===== src/sv/hssc_pkg.sv =====
package hssc_pkg;

  localparam int unsigned GATE_W      = 16;
  localparam int unsigned SECTOR_W    = 3;
  localparam int unsigned PERIOD_W    = 32;
  localparam int unsigned SPEED_W     = 26;
  localparam int unsigned MAP_W       = 24;
  localparam int unsigned CFG_INDEX_W = 2;
  localparam int unsigned CFG_DATA_W  = 24;
  localparam int unsigned IN_DATA_W   = 8;

  localparam int unsigned SECTOR_LSB  = 6 * GATE_W;
  localparam int unsigned PERIOD_LSB  = SECTOR_LSB + SECTOR_W;
  localparam int unsigned SPEED_LSB   = PERIOD_LSB + PERIOD_W;
  localparam int unsigned PAYLOAD_W   = SPEED_LSB + SPEED_W;
  localparam int unsigned OUT_DATA_W  = ((PAYLOAD_W + 7) / 8) * 8;

  localparam logic [2:0]         LATCH_CODE      = 3'd5;
  localparam logic [SPEED_W-1:0] SPEED_NUMERATOR = 26'd60000000;
  localparam logic [GATE_W-1:0]  FULL_ON_RESET   = 16'hFFFF;

  typedef enum logic [CFG_INDEX_W-1:0] {
    CFG_DIRECTION = 2'd0,
    CFG_DUTY      = 2'd1,
    CFG_FULL_ON   = 2'd2,
    CFG_HALL_MAP  = 2'd3
  } cfg_index_t;

  typedef enum logic [1:0] {
    PH_FLOAT,
    PH_POS,
    PH_NEG
  } phase_t;

  typedef enum logic [1:0] {
    ST_IDLE,
    ST_DIV,
    ST_PUSH
  } state_t;

  typedef struct packed {
    phase_t w;
    phase_t v;
    phase_t u;
  } phase_set_t;

  function automatic phase_set_t phase_lookup(input logic dir, input logic [2:0] sector);
    phase_set_t ps;
    ps = '{w: PH_FLOAT, v: PH_FLOAT, u: PH_FLOAT};
    case ({dir, sector})
      4'b0_001: ps = '{w: PH_FLOAT, v: PH_POS,   u: PH_NEG};
      4'b0_010: ps = '{w: PH_POS,   v: PH_FLOAT, u: PH_NEG};
      4'b0_011: ps = '{w: PH_POS,   v: PH_NEG,   u: PH_FLOAT};
      4'b0_100: ps = '{w: PH_FLOAT, v: PH_NEG,   u: PH_POS};
      4'b0_101: ps = '{w: PH_NEG,   v: PH_FLOAT, u: PH_POS};
      4'b0_110: ps = '{w: PH_NEG,   v: PH_POS,   u: PH_FLOAT};
      4'b1_001: ps = '{w: PH_FLOAT, v: PH_NEG,   u: PH_POS};
      4'b1_010: ps = '{w: PH_NEG,   v: PH_FLOAT, u: PH_POS};
      4'b1_011: ps = '{w: PH_NEG,   v: PH_POS,   u: PH_FLOAT};
      4'b1_100: ps = '{w: PH_FLOAT, v: PH_POS,   u: PH_NEG};
      4'b1_101: ps = '{w: PH_POS,   v: PH_FLOAT, u: PH_NEG};
      4'b1_110: ps = '{w: PH_POS,   v: PH_NEG,   u: PH_FLOAT};
      default:  ps = '{w: PH_FLOAT, v: PH_FLOAT, u: PH_FLOAT};
    endcase
    return ps;
  endfunction

endpackage


===== src/sv/hall_six_step_commutator_core.sv =====
// flow: an accepted tick goes straight to the push state, or, if it latches a new nonzero
// period, first through the restoring speed divider (one quotient bit per cycle); the push
// state waits until the output register is free, a new tick is taken only after the last is
// pushed, and a finished result waits in the output register while the next tick is taken
// reset: synchronous active-low rst_n clears the tick count, hall history, latched period
// and speed, and returns the registers to direction 0, duty 0, full-on 65535, map 0
module hall_six_step_commutator_core import hssc_pkg::*; #(
  parameter int unsigned COUNT_WIDTH = 32
) (
  input  logic                   clk,
  input  logic                   rst_n,
  input  logic                   in_tvalid,
  output logic                   in_tready,
  // hall_u, hall_v, hall_w, zero fill
  input  logic [IN_DATA_W-1:0]   in_tdata,
  output logic                   out_tvalid,
  input  logic                   out_tready,
  // u_high_gate, u_low_gate, v_high_gate, v_low_gate, w_high_gate, w_low_gate,
  // sector, period_us, speed_rpm, zero fill
  output logic [OUT_DATA_W-1:0]  out_tdata,
  // speed_updated
  output logic                   out_tuser,
  input  logic                   cfg_we,
  input  logic [CFG_INDEX_W-1:0] cfg_index,
  input  logic [CFG_DATA_W-1:0]  cfg_wdata
);

  localparam int unsigned CNT_W = $clog2(SPEED_W);

  // configuration
  logic              direction_r;
  logic [GATE_W-1:0] duty_r;
  logic [GATE_W-1:0] full_on_r;
  logic [MAP_W-1:0]  hall_map_r;

  always_ff @(posedge clk) begin
    if (!rst_n) begin
      direction_r <= 1'b0;
      duty_r      <= '0;
      full_on_r   <= FULL_ON_RESET;
      hall_map_r  <= '0;
    end else if (cfg_we) begin
      case (cfg_index_t'(cfg_index))
        CFG_DIRECTION: direction_r <= cfg_wdata[0];
        CFG_DUTY:      duty_r      <= cfg_wdata[GATE_W-1:0];
        CFG_FULL_ON:   full_on_r   <= cfg_wdata[GATE_W-1:0];
        CFG_HALL_MAP:  hall_map_r  <= cfg_wdata[MAP_W-1:0];
        default: ;
      endcase
    end
  end

  // tick state
  state_t                 state_r, state_nxt;
  logic [2:0]             prev_code_r;
  logic [COUNT_WIDTH-1:0] elapsed_r;
  logic [PERIOD_W-1:0]    period_r;
  logic [SPEED_W-1:0]     speed_r;
  logic [SECTOR_W-1:0]    sector_r;
  logic                   updated_r;

  // divider
  logic [SPEED_W-1:0]     rem_r, rem_nxt;
  logic [SPEED_W-1:0]     num_r;
  logic [SPEED_W-1:0]     quo_r, quo_nxt;
  logic [PERIOD_W-1:0]    div_r;
  logic [CNT_W-1:0]       bit_cnt_r;

  // output register
  logic                   out_valid_r;
  logic [OUT_DATA_W-1:0]  out_data_r;
  logic                   out_user_r;

  logic                   accept;
  logic                   div_active;
  logic                   push_ready;
  logic                   push_fire;
  logic                   div_done;

  logic [2:0]               code;
  logic [SECTOR_W-1:0]      sector_lu;
  logic                     latch;
  logic [COUNT_WIDTH-1:0]   elapsed_inc;
  logic [COUNT_WIDTH+31:0]  cnt_ext;
  logic [PERIOD_W-1:0]      per;

  assign code        = in_tdata[2:0];
  assign sector_lu   = hall_map_r[3*code +: 3];
  assign latch       = (code == LATCH_CODE) && (code != prev_code_r);
  assign elapsed_inc = (elapsed_r != '1) ? elapsed_r + 1'b1 : elapsed_r;
  assign cnt_ext     = {32'd0, elapsed_inc};
  assign per         = (|cnt_ext[COUNT_WIDTH+31:32]) ? '1 : cnt_ext[31:0];

  assign push_ready  = !out_valid_r || out_tready;
  assign div_done    = (bit_cnt_r == CNT_W'(SPEED_W - 1));

  // next state
  always_comb begin
    state_nxt = state_r;
    case (state_r)
      ST_IDLE: begin
        if (in_tvalid) begin
          state_nxt = (latch && (per != '0)) ? ST_DIV : ST_PUSH;
        end
      end
      ST_DIV: begin
        if (div_done) begin
          state_nxt = ST_PUSH;
        end
      end
      ST_PUSH: begin
        if (push_ready) begin
          state_nxt = ST_IDLE;
        end
      end
      default: state_nxt = ST_IDLE;
    endcase
  end

  // fsm outputs
  always_comb begin
    in_tready  = 1'b0;
    div_active = 1'b0;
    push_fire  = 1'b0;
    case (state_r)
      ST_IDLE: in_tready  = 1'b1;
      ST_DIV:  div_active = 1'b1;
      ST_PUSH: push_fire  = push_ready;
      default: ;
    endcase
  end

  assign accept = in_tvalid && in_tready;

  // one restoring step per cycle
  logic [SPEED_W:0]    shifted;
  logic [PERIOD_W-1:0] trial;
  logic [PERIOD_W-1:0] diff;

  always_comb begin
    shifted = {rem_r, num_r[SPEED_W-1]};
    trial   = PERIOD_W'(shifted);
    diff    = trial - div_r;
    if (trial >= div_r) begin
      rem_nxt = diff[SPEED_W-1:0];
      quo_nxt = {quo_r[SPEED_W-2:0], 1'b1};
    end else begin
      rem_nxt = shifted[SPEED_W-1:0];
      quo_nxt = {quo_r[SPEED_W-2:0], 1'b0};
    end
  end

  always_ff @(posedge clk) begin
    if (!rst_n) begin
      state_r     <= ST_IDLE;
      prev_code_r <= '0;
      elapsed_r   <= '0;
      period_r    <= '0;
      speed_r     <= '0;
      updated_r   <= 1'b0;
      bit_cnt_r   <= '0;
    end else begin
      state_r <= state_nxt;
      if (accept) begin
        prev_code_r <= code;
        updated_r   <= latch;
        bit_cnt_r   <= '0;
        if (latch) begin
          elapsed_r <= '0;
          period_r  <= per;
          if (per == '0) begin
            speed_r <= '0;
          end
        end else begin
          elapsed_r <= elapsed_inc;
        end
      end
      if (div_active) begin
        bit_cnt_r <= bit_cnt_r + 1'b1;
        if (div_done) begin
          speed_r <= quo_nxt;
        end
      end
    end
  end

  always_ff @(posedge clk) begin
    if (accept) begin
      sector_r <= sector_lu;
      rem_r    <= '0;
      num_r    <= SPEED_NUMERATOR;
      quo_r    <= '0;
      div_r    <= per;
    end else if (div_active) begin
      rem_r <= rem_nxt;
      num_r <= {num_r[SPEED_W-2:0], 1'b0};
      quo_r <= quo_nxt;
    end
  end

  // gate compares from the captured sector
  phase_set_t          ps;
  phase_t              ph [3];
  logic [GATE_W-1:0]   gate_hi [3];
  logic [GATE_W-1:0]   gate_lo [3];
  logic [OUT_DATA_W-1:0] out_data_nxt;

  always_comb begin
    ps    = phase_lookup(direction_r, sector_r);
    ph[0] = ps.u;
    ph[1] = ps.v;
    ph[2] = ps.w;
    for (int p = 0; p < 3; p++) begin
      gate_hi[p] = (ph[p] == PH_POS) ? duty_r    : '0;
      gate_lo[p] = (ph[p] == PH_NEG) ? full_on_r : '0;
    end
    out_data_nxt = '0;
    for (int p = 0; p < 3; p++) begin
      out_data_nxt[2*p*GATE_W +: GATE_W]     = gate_hi[p];
      out_data_nxt[(2*p+1)*GATE_W +: GATE_W] = gate_lo[p];
    end
    out_data_nxt[SECTOR_LSB +: SECTOR_W] = sector_r;
    out_data_nxt[PERIOD_LSB +: PERIOD_W] = period_r;
    out_data_nxt[SPEED_LSB +: SPEED_W]   = speed_r;
  end

  always_ff @(posedge clk) begin
    if (!rst_n) begin
      out_valid_r <= 1'b0;
    end else if (push_fire) begin
      out_valid_r <= 1'b1;
    end else if (out_tready) begin
      out_valid_r <= 1'b0;
    end
  end

  always_ff @(posedge clk) begin
    if (push_fire) begin
      out_data_r <= out_data_nxt;
      out_user_r <= updated_r;
    end
  end

  assign out_tvalid = out_valid_r;
  assign out_tdata  = out_data_r;
  assign out_tuser  = out_user_r;

endmodule


===== config.mk =====
export PLATFORM = sky130hd
export DESIGN_NAME = hall_six_step_commutator_core
export DESIGN_NICKNAME = d
export VERILOG_FILES = /design/src/sv/hssc_pkg.sv /design/src/sv/hall_six_step_commutator_core.sv
export SDC_FILE = /design/constraint.sdc
export NUM_CORES = 1
export LEC_CHECK = 0
export BUFFER_PORTS_ARGS = -buffer_cell sky130_fd_sc_hd__buf_2
export CORE_MARGIN = 2
export CORE_UTILIZATION = 58
export CTS_CLUSTER_DIAMETER = 200
export DETAILED_ROUTE_END_ITERATION = 10
export MAX_ROUTING_LAYER = met4
export PLACE_DENSITY = 0.85
export SKIP_LAST_GASP = 1
export SYNTH_ARGS = -nofsm -noshare
export SYNTH_HDL_FRONTEND = slang
export SYNTH_SLANG_ARGS = --single-unit

===== constraint.sdc =====
create_clock -name clk -period 9.65 [get_ports clk]
set_input_delay 0.4825 -clock clk [delete_from_list [all_inputs] [get_ports clk]]
set_output_delay 0.4825 -clock clk [all_outputs]
set_load 0.02 [all_outputs]

==> qor_table.md, run 1 <==
| Result | Value |
| --- | --- |
| Maximum fanout along the worst path | 26 |
| Final ANT Viol Nets | 0 |
| Main flop type after synthesis | dfxtp_1 |
| Clock tree from TritonCTS | yes |
| I/O pin count | 202 |
| Highest attainable clock frequency | 230.9 MHz |
| GR Util All Layers | 0.2614 |
| Quantity of I/O buffers inserted on ports | 193 |
| Post-DP Area | 18,730 um2 |
| Global route overflow | 0 |
| Avg Inst Size Synth | 10.26 um2 |
| Final hold violations | 0 |
| Post-synth top cells | nand2_1, dfxtp_1, edfxtp_1 |
| Proportion of synthesized chip area in sequential cells | 0.5904 |
| Total via count in the routed design | 13,190 |
| Synth Register Bits | 421 |
| Count of flip-flops with a built-in enable after synthesis | 193 |
| Proportion of netlist area held by the largest area contributor | 0.3303 |
| RePlAce Congestion | 0.9372 |
| Floorplan die height | 177.9 um |
| Final core area utilization | 0.6780 |
| Hold_sp | cfg_wdata[19] |
| Required time at the endpoint of the critical path | 10.08 ns |
| Reg-to-Reg Start | elapsed_r[0] |
| Sink of the worst hold path | hall_map_r[19] |
| Number of global-route vias before repair | 12,290 |
| End of the worst register-to-register path | speed_r[0] |
| Unrepaired setup endpoints after global routing | no |
| Worst endpoint data arrival time | 4.76 ns |
| Total Neg Setup Slack | 0 ns |
| Clock root buffer master | clkbuf_16 |
| Initial Utilization | 0.5905 |
| Number of failing setup endpoints in the final timing report | 0 |
| Worst-case clock buffer depth | 3 |
| Power per Cell Area | 195.0 nW/um2 |
| Floorplan die width | 177.9 um |
| Number of stages on the worst hold path | 3 |
| Transition time at the pin with the least slew margin | 1.226 ns |
| Setup Buffers After CTS | 0 |
| R2R setup slack | 5.32 ns |
| Core area | 29,720 um2 |
| YS warnings | 0 |
| Initial antenna violation count | 5 |
| Syn-to-layout area delta | 14.82% |
| Outcome | finished, final reports clean |
| Final Net Count | 1,935 |
| Number of buffers created by CTS | 42 |
| DR WL/cell | 17.72 um |
| Maximum capacitance violations | 0 |
| First-pass detailed-route iteration total | 6 |
| Placed wire-length estimate after detailed placement | 27.66 mm |
| Worst setup skew after layout | 0.01752 ns |
| Biggest area consumer among synthesized cells | edfxtp_1 |
| Shortest clock period the worst path allows after layout | 4.331 ns |
| Quantity of gates resized following cts | 0 |
| Number of instances in the synthesized netlist | 1,710 |
| CTS clock-pin slew for the worst setup and hold paths | 0.06 ns |
| Count of final max-slew check failures | 0 |
| Kind of start point of the critical path | flop |
| Final wirelength | 40.58 mm |
| Crit. End Element | flop |
| DR DRC count | 0 |
| Fraction of synthesis flops using an asynchronous set or reset pin | 0 |
| Cells taking the most area after synthesis | edfxtp_1, dfxtp_1, nand2_1, and2_1, o21ai_0 |
| Minimum hold slack | 0.1779 ns |
| Library cells used by synthesis | 71 |
| Number of DRC violations after detailed-routing iteration 0 | 1,172 |
| Number of cells on the worst reg-to-reg path | 10 |
| Critical path class | reg2reg |
| Combined area of all synthesized cells | 17,550 um2 |
| Cts hold-fix bufs | 0 |
| Worst setup slack after placement | 5.365 ns |
| Row count | 63 |
| Final period utilization | 0.4488 |
| Pin count of the biggest net entering global routing | 92 |
| Wire length of the first global-routing pass | 63.83 mm |
| Total Die Area | 31,660 um2 |
| Maximum level of the CTS H-tree | 2 |
| Final std cell area, no fill | 20,150 um2 |
| Static leakage | 7.717 nW |
| Number of clock sinks | 421 |
| Ratio of cells with drive above 1 in the final layout | 0.1609 |
| Worst hold-check path type | in2reg |
| Most instantiated library cell after synthesis | nand2_1 |
| Headroom to the max-slew limit | 0.1824 |
| Skew-Pair Late Insertion Delay | 0.55 ns |
| Vias/cell | 5.759 |
| Post-layout worst setup margin | 5.319 ns |
| IR Drop Worst-Case VDD | 0.0001601 V |
[critical path, cell delays in order, from the launching register on]
cell and delay [ns]:
dfxtp_1 0.43, ha_1 0.29, and3_1 0.23, and4_1 0.51
o2111ai_1 0.36, nor3_1 0.30, xor2_1 0.19, or4b_1 0.57
nor4_2 0.54, a21oi_2 0.44, a22o_1 0.35
[through the flow]
step	instances	total power, mW
5_1_grt	2290	4.054
3_5_place_dp	2207	2.316
3_3_place_gp	2207	2.304
2_1_floorplan	1712	2.222
6_report	2290	3.929
4_1_cts	2285	3.945
[sequential cells by signal (all words and copies together) (netlist names), 5 cells and up]
name	count
bit_cnt_r	5
div_r	32
duty_r	16
elapsed_r	32
full_on_r	16
hall_map_r	24
num_r	18
out_tdata	157
period_r	32
quo_r	25
rem_r	26
speed_r	26
[how the worst max path moves through the flow]
stage | start | endpoint | slack [ns] | depth (start not counted)
floorplan | state_r[1] | out_tdata[0] | 1.80 | 3
global placement | elapsed_r[0] | speed_r[0] | 5.47 | 10
detailed placement | elapsed_r[0] | speed_r[0] | 5.37 | 10
CTS | elapsed_r[0] | speed_r[0] | 5.34 | 10
global route | elapsed_r[0] | speed_r[0] | 5.07 | 10
finish | elapsed_r[0] | speed_r[0] | 5.32 | 10
[layer usage]
layer	track usage	routed length, um
met3	0.03492	2466
met4	0.1161	1742
met1	0.3301	16580
met2	0.4225	19790
met5	-	0
[where the power goes]
part / leakage [nW] / switching (mW) / internal [mW]
sequential: 3.63 / 0.0312 / 1.95
combinational: 3.41 / 0.212 / 0.0899
clock: 0.679 / 0.678 / 0.971
total: 7.72 / 0.921 / 3.01
[cell usage in the layout (no fill, tap or decap), types with 44 or more instances in the layout]
master     synthesis  final
nand2_1          294    293
dfxtp_1          228    228
edfxtp_1         193    193
buf_2             10    193
nor2_1           127    123
and2_1           100    100
o21ai_0           96     95
a21oi_1           90     90
nand3_1           51     51
inv_1             49     48
clkbuf_16          0     44
[cells by family (layout without fill, tap and decap cells)]
family | after synthesis | count (layout) | synth area share
flip-flops | 421 | 421 | 0.5904
XOR/XNOR | 54 | 54 | 0.02695
other | 1 | 8 | 0.0002137
multiplexers | 29 | 29 | 0.02125
buffers and inverters | 151 | 334 | 0.03479
AND/OR/NAND/NOR | 698 | 698 | 0.1870
AO/OA/AOI/OAI | 321 | 321 | 0.1141
adder cells (fa/ha/maj) | 35 | 35 | 0.02538
[cell type report]
cell class | count | area (um2)
Antenna cell | 5 | 12.51
Clock buffer | 59 | 1177
Clock inverter | 19 | 231.5
Fill cell | 2133 | 9569
Inverter | 50 | 188.9
Multi-Input combinational cell | 1140 | 6626
Sequential cell | 421 | 10360
Tap cell | 390 | 488.0
Timing Repair Buffer | 206 | 1064
Note: power is estimated with default switching activity, not from simulation.
==> inputs of run 2 (changes only) <==
Clock period 9.65 ns to 4.45 ns, I/O delays scaled along.
==> run 2 against run 1 <==
Effect of this change: first-iteration DRC count increased by 26%; combinational power up 130%; power grew 120%; clock skew up 0.026 ns; die area unchanged; critical path depth up 1; sequential power increased by 120%; clock power increased by 120%; count of clock-buffer cells in the layout down 3; final area up 1.8%; critical path type unchanged; largest cell class unchanged.
==> qor_table.md, run 2 (same netlist as run 1, synthesis figures left out) <==
| Result | Value | Change |
| --- | --- | --- |
| Final Net Count | 1,971 | +1.9% |
| Number of DRC violations after detailed-routing iteration 0 | 1,473 | +26% |
| Post-DP Area | 18,820 um2 | +0.49% |
| Most frequent standard cell in the layout excluding fill and tap cells | nand2_1 |  |
| Wire length of the first global-routing pass | 69.91 mm | +9.5% |
| Number of global-route vias before repair | 13,110 | +6.7% |
| Worst-case clock buffer depth | 3 | unchanged |
| Power consumption | 8.650 mW | +120% |
| Fraction of power consumed by sequential logic | 0.496 | -0.008 |
| Clock tree from TritonCTS | yes |  |
| IR Drop Worst-Case VDD | 0.0003297 V | +110% |
| DR DRC count | 0 | unchanged |
| Initial Utilization | 0.5905 | unchanged |
| Skew-Pair Late Insertion Delay | 0.58 ns | +0.03 ns |
| Final ANT Viol Nets | 0 | unchanged |
| Outcome | finished, final reports clean |  |
| Number of clock sinks | 421 | unchanged |
| Maximum capacitance violations | 0 | unchanged |
| Post-layout worst setup margin | 0.4504 ns | -4.868 ns |
| Worst setup skew after layout | 0.04323 ns | +0.02571 ns |
| Floorplan die width | 177.9 um | unchanged |
| Core area | 29,720 um2 | unchanged |
| Headroom to the max-slew limit | 0.1477 | -0.03462 |
| Crit. End Element | flop |  |
| Final period utilization | 0.8988 | +0.4499 |
| Maximum level of the CTS H-tree | 2 | unchanged |
| Maximum fanout along the worst path | 7 | -73% |
| Required time at the endpoint of the critical path | 4.85 ns | -5.23 ns |
| CTS clock-pin slew for the worst setup and hold paths | 0.06 ns | about the same |
| Quantity of gates resized following cts | 0 | unchanged |
| Total Die Area | 31,660 um2 | unchanged |
| Static leakage | 7.906 nW | +2.4% |
| Initial antenna violation count | 2 | -3 |
| Number of failing setup endpoints in the final timing report | 0 | unchanged |
| Flip-flop count of the largest register, all copies and words added | 157 | unchanged |
| Total Neg Setup Slack | 0 ns | unchanged |
| Unrepaired setup endpoints after global routing | no |  |
| Switching power of the nets | 2.068 mW | +120% |
| Internal Pwr Total | 6.582 mW | +120% |
| Clock root buffer master | clkbuf_16 |  |
| Global route overflow | 0 | unchanged |
| DR WL/cell | 19.25 um | +8.6% |
| Number of buffers created by CTS | 42 | unchanged |
| Quantity of I/O buffers inserted on ports | 193 | unchanged |
| Final hold violations | 0 | unchanged |
| Ratio of cells with drive above 1 in the final layout | 0.1657 | +0.004767 |
| Power per Cell Area | 421.7 nW/um2 | +120% |
| Count of final max-slew check failures | 0 | unchanged |
| Pin count of the biggest net entering global routing | 159 | +73% |
| Row count | 63 | unchanged |
| Shortest clock period the worst path allows after layout | 4.000 ns | -0.3318 ns |
| Kind of start point of the critical path | flop |  |
| RePlAce Congestion | 0.9296 | -0.81% |
| Critical path class | reg2reg |  |
| Vias/cell | 5.933 | +3.0% |
| First-pass detailed-route iteration total | 6 | unchanged |
| Logic pwr share | 0.080 | +0.003 |
| Syn-to-layout area delta | 16.91% |  |
| Floorplan die height | 177.9 um | unchanged |
| Worst endpoint data arrival time | 4.40 ns | -0.36 ns |
| Worst setup slack after placement | 0.6086 ns | -4.756 ns |
| GR Util All Layers | 0.2891 | +0.02765 |
| Transition time at the pin with the least slew margin | 1.243 ns | +0.01638 ns |
| Placed wire-length estimate after detailed placement | 28.49 mm | +3.0% |
| Highest attainable clock frequency | 250.0 MHz | +8.3% |
| Most frequent cells in the layout | nand2_1, dfxtp_1, edfxtp_1, buf_2, nor2_1 |  |
| Final wirelength | 44.72 mm | +10% |
| Fraction of power consumed by the clock network | 0.424 | +0.004 |
| Final std cell area, no fill | 20,510 um2 | +1.8% |
| Net switching share of the total power | 0.2391 | +0.004742 |
| Total via count in the routed design | 13,780 | +4.5% |
| I/O pin count | 202 | unchanged |
| Worst hold-check path type | in2reg |  |
-- run 2: cell count changes in the layout (fill, tap and decap cells not counted), moves of 2 or more --
cell,change
clkbuf_1,-5
diode_2,-3
clkbuf_16,-2
clkinv_2,+5
clkbuf_8,+4
buf_4,+10
inv_6,-2
dlygate4sd3_1,+25
-- run 2: final cells by class --
type	count	area [um2]
antenna	2	5.005
clock buffer	56	1164
clock inverter	22	276.5
fill	2087	9203
inverter	50	188.9
multi-input combinational	1140	6624
sequential	421	10360
tap	390	488.0
timing repair buffer	242	1409
-- run 2: critical path, stage by stage, from the launching register on --
cell      delay [ns]
dfxtp_1         0.43
ha_1            0.29
and3_1          0.26
nand4_1         0.34
o311ai_1        0.74
nor2_1          0.13
xnor2_1         0.31
inv_1           0.13
nor3_1          0.20
nand4_1         0.15
nor4bb_1        0.70
o31ai_1         0.17
-- run 2: power by group through the flow --
stage / clock network, mW / logic [mW] / registers (mW)
final: 3.67 / 0.692 / 4.29
after global placement: 0 / 0.639 / 4.36
after global routing: 3.84 / 0.750 / 4.31
after detailed placement: 0 / 0.656 / 4.37
after CTS: 3.67 / 0.685 / 4.29
after floorplan: 0 / 0.329 / 4.47
-- run 2: path summary, 6_finish.rpt --
check	startpoint	to	slack, ns	depth (start not counted)
hold reg to reg	period_r[17]	out_tdata[116]	0.43	0
setup reg to reg	elapsed_r[0]	state_r[0]	0.45	11
setup / recovery	elapsed_r[0]	state_r[0]	0.45	11
hold / removal	in_tdata[1]	prev_code_r[1]	0.03	3
-- run 2: metrics by stage --
stage          cells  utilization  hold slack (ns)
3_5_place_dp    2218       0.6333           0.4171
2_1_floorplan   1712            -           0.3465
4_1_cts         2321       0.6902          0.01001
5_1_grt         2323       0.6903          0.05384
3_3_place_gp    2218       0.6333           0.4143
6_report        2323       0.6903          0.03046
-- run 2: layer usage --
metal / routed length [um] / vias to the layer above / GRT usage / share of wire
met5: 0 / - / - / 0
met4: 2040 / 0 / 0.1322 / 0.046
met3: 3180 / 174 / 0.04306 / 0.071
met2: 21970 / 649 / 0.4713 / 0.49
met1: 17530 / 6586 / 0.3571 / 0.39
li1: - / 6373 / - / -
-- run 2: timing repair --
| item | in CTS | in global routing |
|---|---|---|
| hold buffers | 25 | 0 |
| hold endpoints to repair | 47 | 0 |
| setup buffers | 0 | 0 |
